### src/sv/wht_pkg.sv
// Types and constants of the 128-point Walsh-Hadamard transform core.
// Depends on nothing; every module of the core uses it by scoped names.
`timescale 1ns / 1ps

package wht_pkg;

  localparam int POINTS    = 128;
  localparam int LANES     = 4;
  localparam int LANE_BITS = $clog2(LANES);
  localparam int ROWS      = POINTS / LANES;
  localparam int ROW_W     = $clog2(ROWS);
  localparam int SLOTS     = ROWS / 2;
  localparam int SLOT_W    = $clog2(SLOTS);
  localparam int STAGES    = $clog2(POINTS);
  localparam int STAGE_W   = $clog2(STAGES + 1);
  localparam int IN_W      = 32;
  localparam int COEF_W    = 32;
  localparam int ACC_W     = 39;

  // Scale 1/sqrt(128) in Q24, rounded
  localparam int SCALE_W    = 22;
  localparam int SCALE_Q24  = 1482910;
  localparam int SCALE_SH   = 24;
  localparam int PROD_W     = ACC_W + SCALE_W;

  typedef logic signed [ACC_W-1:0]  acc_t;
  typedef acc_t [LANES-1:0]         row_t;
  typedef logic signed [COEF_W-1:0] coef_t;
  typedef coef_t [LANES-1:0]        coef_row_t;

  typedef struct packed {
    logic signed [IN_W-1:0] sample_a;
    logic signed [IN_W-1:0] sample_b;
    logic signed [IN_W-1:0] sample_c;
    logic signed [IN_W-1:0] sample_d;
  } in_item_t;

  typedef struct packed {
    logic signed [COEF_W-1:0] coef_a;
    logic signed [COEF_W-1:0] coef_b;
    logic signed [COEF_W-1:0] coef_c;
    logic signed [COEF_W-1:0] coef_d;
    logic                     last_of_vector;
    logic                     clipped;
  } out_item_t;

  // Scaled row with its saturation status
  typedef struct packed {
    coef_row_t coef;
    logic      clip;
  } scale_res_t;

  typedef enum logic [2:0] {
    ST_LOAD,
    ST_X_RD,
    ST_X_WA,
    ST_X_WB,
    ST_O_RD,
    ST_O_MUL,
    ST_O_SAT
  } state_t;

endpackage

### src/sv/wht_scale.sv
// Output scaler: multiply a row by 1/sqrt(128) in Q24, round, saturate.
// Depends on wht_pkg; products are registered, rounding and clipping follow.
`timescale 1ns / 1ps

module wht_scale (
  input  logic                clk,
  input  logic                load,
  input  wht_pkg::row_t       data,
  output wht_pkg::scale_res_t res
);

  localparam int R_W = wht_pkg::PROD_W - wht_pkg::SCALE_SH;
  localparam logic signed [wht_pkg::PROD_W-1:0] SCALE =
    wht_pkg::PROD_W'(wht_pkg::SCALE_Q24);
  localparam logic signed [wht_pkg::PROD_W-1:0] BIAS =
    wht_pkg::PROD_W'(1) <<< (wht_pkg::SCALE_SH - 1);

  logic signed [wht_pkg::PROD_W-1:0] prod [wht_pkg::LANES];

  // Register one product per lane
  always_ff @(posedge clk) begin
    if (load) begin
      for (int l = 0; l < wht_pkg::LANES; l++) begin
        prod[l] <= wht_pkg::PROD_W'(data[l]) * SCALE;
      end
    end
  end

  // Round to nearest, ties up, then clip to 32 bits
  always_comb begin
    logic signed [wht_pkg::PROD_W-1:0] biased;
    logic signed [R_W-1:0]             r;
    res.clip = 1'b0;
    for (int l = 0; l < wht_pkg::LANES; l++) begin
      biased = prod[l] + BIAS;
      r = biased[wht_pkg::PROD_W-1:wht_pkg::SCALE_SH];
      if (r[R_W-1:wht_pkg::COEF_W-1] == '0 || r[R_W-1:wht_pkg::COEF_W-1] == '1) begin
        res.coef[l] = r[wht_pkg::COEF_W-1:0];
      end else begin
        res.clip = 1'b1;
        res.coef[l] = r[R_W-1] ? {1'b1, {(wht_pkg::COEF_W-1){1'b0}}}
                               : {1'b0, {(wht_pkg::COEF_W-1){1'b1}}};
      end
    end
  end

endmodule

### config.mk
export PLATFORM = sky130hd
export DESIGN_NAME = wht_scale
export DESIGN_NICKNAME = d
export VERILOG_FILES = /design/src/sv/wht_pkg.sv /design/src/sv/wht_scale.sv
export SDC_FILE = /design/constraint.sdc
export NUM_CORES = 2
export LEC_CHECK = 0
export BUFFER_PORTS_ARGS = -buffer_cell sky130_fd_sc_hd__buf_4
export CAP_MARGIN = 20
export CELL_PAD_IN_SITES_DETAIL_PLACEMENT = 0
export CELL_PAD_IN_SITES_GLOBAL_PLACEMENT = 2
export CORE_ASPECT_RATIO = 1.1
export CORE_MARGIN = 4
export CORE_UTILIZATION = 46
export CTS_CLUSTER_SIZE = 16
export DETAILED_ROUTE_END_ITERATION = 8
export PLACE_DENSITY_LB_ADDON = 0.1
export SLEW_MARGIN = 25
export SYNTH_ARGS = -nofsm -noshare
export SYNTH_HDL_FRONTEND = slang
export SYNTH_SLANG_ARGS = --single-unit
export TNS_END_PERCENT = 100
### constraint.sdc
create_clock -name clk -period 12.15 [get_ports clk]
set_input_delay 1.8225 -clock clk [delete_from_list [all_inputs] [get_ports clk]]
set_output_delay 1.8225 -clock clk [all_outputs]
set_load 0.02 [all_outputs]
Word-level counts from Yosys, hierarchy flattened
Memory sizes are Yosys's and may differ from the RTL's.
Cells that the tools add are included.
Storage, ports and cells
  bits in registers: 0
  RAM bits: 240
  bits of input ports: 158
  output and inout port bits: 129
  word-level logic and storage cells: 35
  memories kept: 1
Memories
  prod: depth 4, width 60, rd ports 4, clocked after Yosys merged registers in 0, write ports 4, line wht_scale.sv:18  | logic signed [wht_pkg::PROD_W-1:0] prod [wht_pkg::LANES];
Cells by class
  add/sub/neg operators: 4
  multipliers: 4
  eq/ne operators: 4
  multiplexer cells: 14
  reduce and logical (&&, ||, !) cells: 8
Operators with widths (number)
  32-bit 2-to-1 mux: 8
  61-bit by 25-bit adder with 61-bit output, second input constant: 4
  39-bit by 21-bit multiplier with 60-bit output, second input constant: 4
  6-bit equality test, second input constant: 4
  6-bit zero test: 4
  1-bit 2-to-1 mux: 6
  1-bit logical OR: 4

Depth between registers and ports, before layout
An unclocked memory read counts as a cell.
  depth after elaboration: 8
  gate-level depth with buffers: 25
  mapped depth without buffers: 24

Least setup slack after synthesis
OpenSTA, ideal clock, no wires.
  kind: input to register
  from: input port data[86] (netlist bit)
  to: memory prod[2][58] (netlist bit) (data pin)
  setup time: 0.262 ns
  arrival: 7.460 ns
  required time: 11.888 ns
  slack: 4.428 ns
  stages on the path: 22
  buffers on the path: 0
  path through: ha_1 > inv_1 > fa_1 > inv_1 > fa_1 > fa_1 > fa_1 > fa_1 > inv_1 > fa_1 > inv_1 > ha_1 > and4_1 > nand2_1 > a2111o_1 > a21o_1 > a21oi_1 > nor3_1 > o31ai_1 > a31oi_1 > o31ai_1 > xnor2_1
RTL lines
  from (decl): line wht_scale.sv:8  | input wht_pkg::row_t data,
  to (decl): line wht_scale.sv:18

==> impl_metrics.ini <==
[floorplan]
initial_utilization = 0.462
die_y_microns = 401
row_count = 144
core_area_sq_um = 140000
die_x_microns = 366
ioPinCount = 287
die_area_sq_um = 147000

[finish]
fin_nets = 9625
reg_top3 = prod x152
top_register = prod
fillCellCount = 13500
drive_above_1_share = 0.0512
area.growth.synth_to_final_pct = 7.53
largest_register_ffs = 152

[worst_setup_path]
end_kind = flop
cp_slowest_cell = o31ai_1
cpMostUsedCell = fa_1
worst_ep_required_time_ns = 12.39
cp_max_fo = 8
crit_path_max_incr_delay_ns = 0.64
crit_arrival_ns = 8.43
crit_chain = buf_4 -> ha_1 -> inv_1 -> fa_1 -> inv_1 -> fa_1 -> fa_1 -> fa_1 -> fa_1 -> inv_1 -> fa_1 -> inv_1 -> ha_1 -> nand4_1 -> nor2_1 -> nand3_1 -> a211oi_1 -> o211ai_1 -> and2_1 -> o31ai_1 -> a311oi_1 -> o211ai_1 -> xnor2_1
path_buf_inv = 5
crit_path_start_kind = primary input
crit_type = in2reg
path_delay_family = adder cells

[logic_synthesis]
synth_edf_count = 152
ys_async_sr_fraction = 0
synth_seq_cells = 152
ys.flop_type = edfxtp_1
yosys.cell_types.count = 74
syn_area_sq_um = 64700
synth_fp_nets = 9367
ys_seq_area_frac = 0.0705
yosysWarnings = 0
syn_avg_cell_area_sq_um = 9.62
synthCells = 6727

[global_route]
track_usage = 0.219
grt_overflow = 0
grt_pass1_vias = 46800
grt_max_degree = 83
grt_pass1_wl_mm = 253
antenna_found_initial = 8

[routing]
finalWirelength_mm = 154
wl_per_cell_microns = 17.5
ant_nets = 0
viasPerCell = 4.91
drc_errors = 0
vias = 43300
drt_iter0_drc = 1666
first_pass_iters = 5

[clock_tree]
clk_pin_slew_worst_paths_ns = 0.06
cts-hold-fix-buffers = 0
cts_buffers = 17
htreeDepth = 4
cts_tree = done
cts-root-buf = clkbuf_16
cts-resized-gates = 0
post-cts-setup-buffer-count = 0
cts_sinks = 152
ctsLongestPathBuffers = 2

[placed_design]
portBuffers = 286
post-dp-hpwl_mm = 140
gp_congestion = 0.849

[timing]
worst_pin_slew_ns = 0.984
slew_headroom = 0.344
fin_crit_sh = 0.675
grt_setup_unrepaired = false
finalCriticalPeriod_ns = 8.20
tns_ns = 0
final_hold_viol_count = 0
fmax_ghz = 0.122
slew_viol_final = 0
finalSetupViolations = 0

[job]
maxCapViolations = 0

[worst_hold_path]
hp-class = in2reg

[status]
status = finished clean
layout make-up:
class                   count  area [sq um]  area share
flip-flops and latches    152          4560      0.0656
multi-input cells        4212         51300       0.737
repair buffers            298          2240      0.0322
well taps                1825          2280      0.0328
diodes                      2          5.00   0.0000719
inverters                2304          8650       0.124
clock inverters            13           158     0.00226
clock buffers              17           425     0.00611
placed cells by master (no fill, tap or decap), types with 121 or more instances in the layout:
master	n
ha_1	1204
a21oi_1	308
nand2_1	173
edfxtp_1	152
buf_4	297
xor2_1	143
o21ai_0	121
nor2_1	162
xnor2_1	152
inv_1	2304
fa_1	1278
stage by stage:
step	setup slack, ns	instances	utilization	instance area [sq um]	hold slack, ns
floorplan	4.43	6727	-	64700	1.94
global placement	3.50	8791	0.493	69000	2.41
detailed placement	3.45	8791	0.493	69000	2.42
CTS	3.97	8821	0.497	69600	1.88
global route	3.62	8822	0.497	69600	1.92
finish	3.95	8823	0.497	69600	1.90
layer usage:
metal | wire (microns) | vias up | GRT usage
met3 | 5120 | 106 | 0.0253
met4 | 2650 | 6 | 0.0407
met5 | 37 | - | 0
met1 | 71300 | 21600 | 0.303
met2 | 75400 | 523 | 0.373
li1 | - | 21100 | -
cells by family after synthesis:
| family | Yosys count | synth area share |
|---|---|---|
| muxes | 7 | 0.00114 |
| and+or+nand+nor | 710 | 0.0545 |
| xor gates and xnor gates | 295 | 0.0399 |
| DFF | 152 | 0.0705 |
| adders and majority gates | 2482 | 0.628 |
| AOI/OAI and AO/OA | 718 | 0.0686 |
| buffers and inverters | 2363 | 0.137 |
path summary, 6_finish.rpt:
path	start	endpoint	slack, ns	cells after the start
worst max-delay path	data[19]	prod[0][59]	3.95	23
worst min-delay path	load	prod[0][59]	1.90	1
cell usage after synthesis, types with 5 or more instances:
| master | n | area share |
|---|---|---|
| a2111oi_0 | 5 | 0.00068 |
| a211o_1 | 5 | 0.00068 |
| a211oi_1 | 21 | 0.0024 |
| a21o_1 | 102 | 0.012 |
| a21oi_1 | 308 | 0.024 |
| a221oi_1 | 5 | 0.00068 |
| a311oi_1 | 7 | 0.00095 |
| a31o_2 | 7 | 0.00095 |
| a31oi_1 | 24 | 0.0023 |
| and2_1 | 18 | 0.0017 |
| and3_1 | 40 | 0.0039 |
| and4_1 | 16 | 0.0022 |
| buf_2 | 18 | 0.0014 |
| clkbuf_1 | 39 | 0.0023 |
| edfxtp_1 | 152 | 0.071 |
| fa_1 | 1278 | 0.40 |
| ha_1 | 1204 | 0.23 |
| inv_1 | 2304 | 0.13 |
| nand2_1 | 173 | 0.010 |
| nand2b_1 | 14 | 0.0014 |
| nand3_1 | 100 | 0.0077 |
| nand4_1 | 74 | 0.0072 |
| nor2_1 | 164 | 0.0095 |
| nor2b_1 | 23 | 0.0022 |
| nor3_1 | 38 | 0.0029 |
| nor4_1 | 11 | 0.0011 |
| o2111ai_1 | 9 | 0.0012 |
| o211ai_1 | 18 | 0.0021 |
| o21a_1 | 14 | 0.0016 |
| o21ai_0 | 121 | 0.0094 |
| o21bai_1 | 18 | 0.0021 |
| o221ai_1 | 5 | 0.00068 |
| o31ai_1 | 9 | 0.0010 |
| o41ai_1 | 7 | 0.00095 |
| or2_2 | 6 | 0.00058 |
| or3_1 | 9 | 0.00087 |
| xnor2_1 | 152 | 0.021 |
| xor2_1 | 143 | 0.019 |
Power is not shown: default switching activity piles up to over one toggle a cycle in this logic, so the estimate is an artifact.
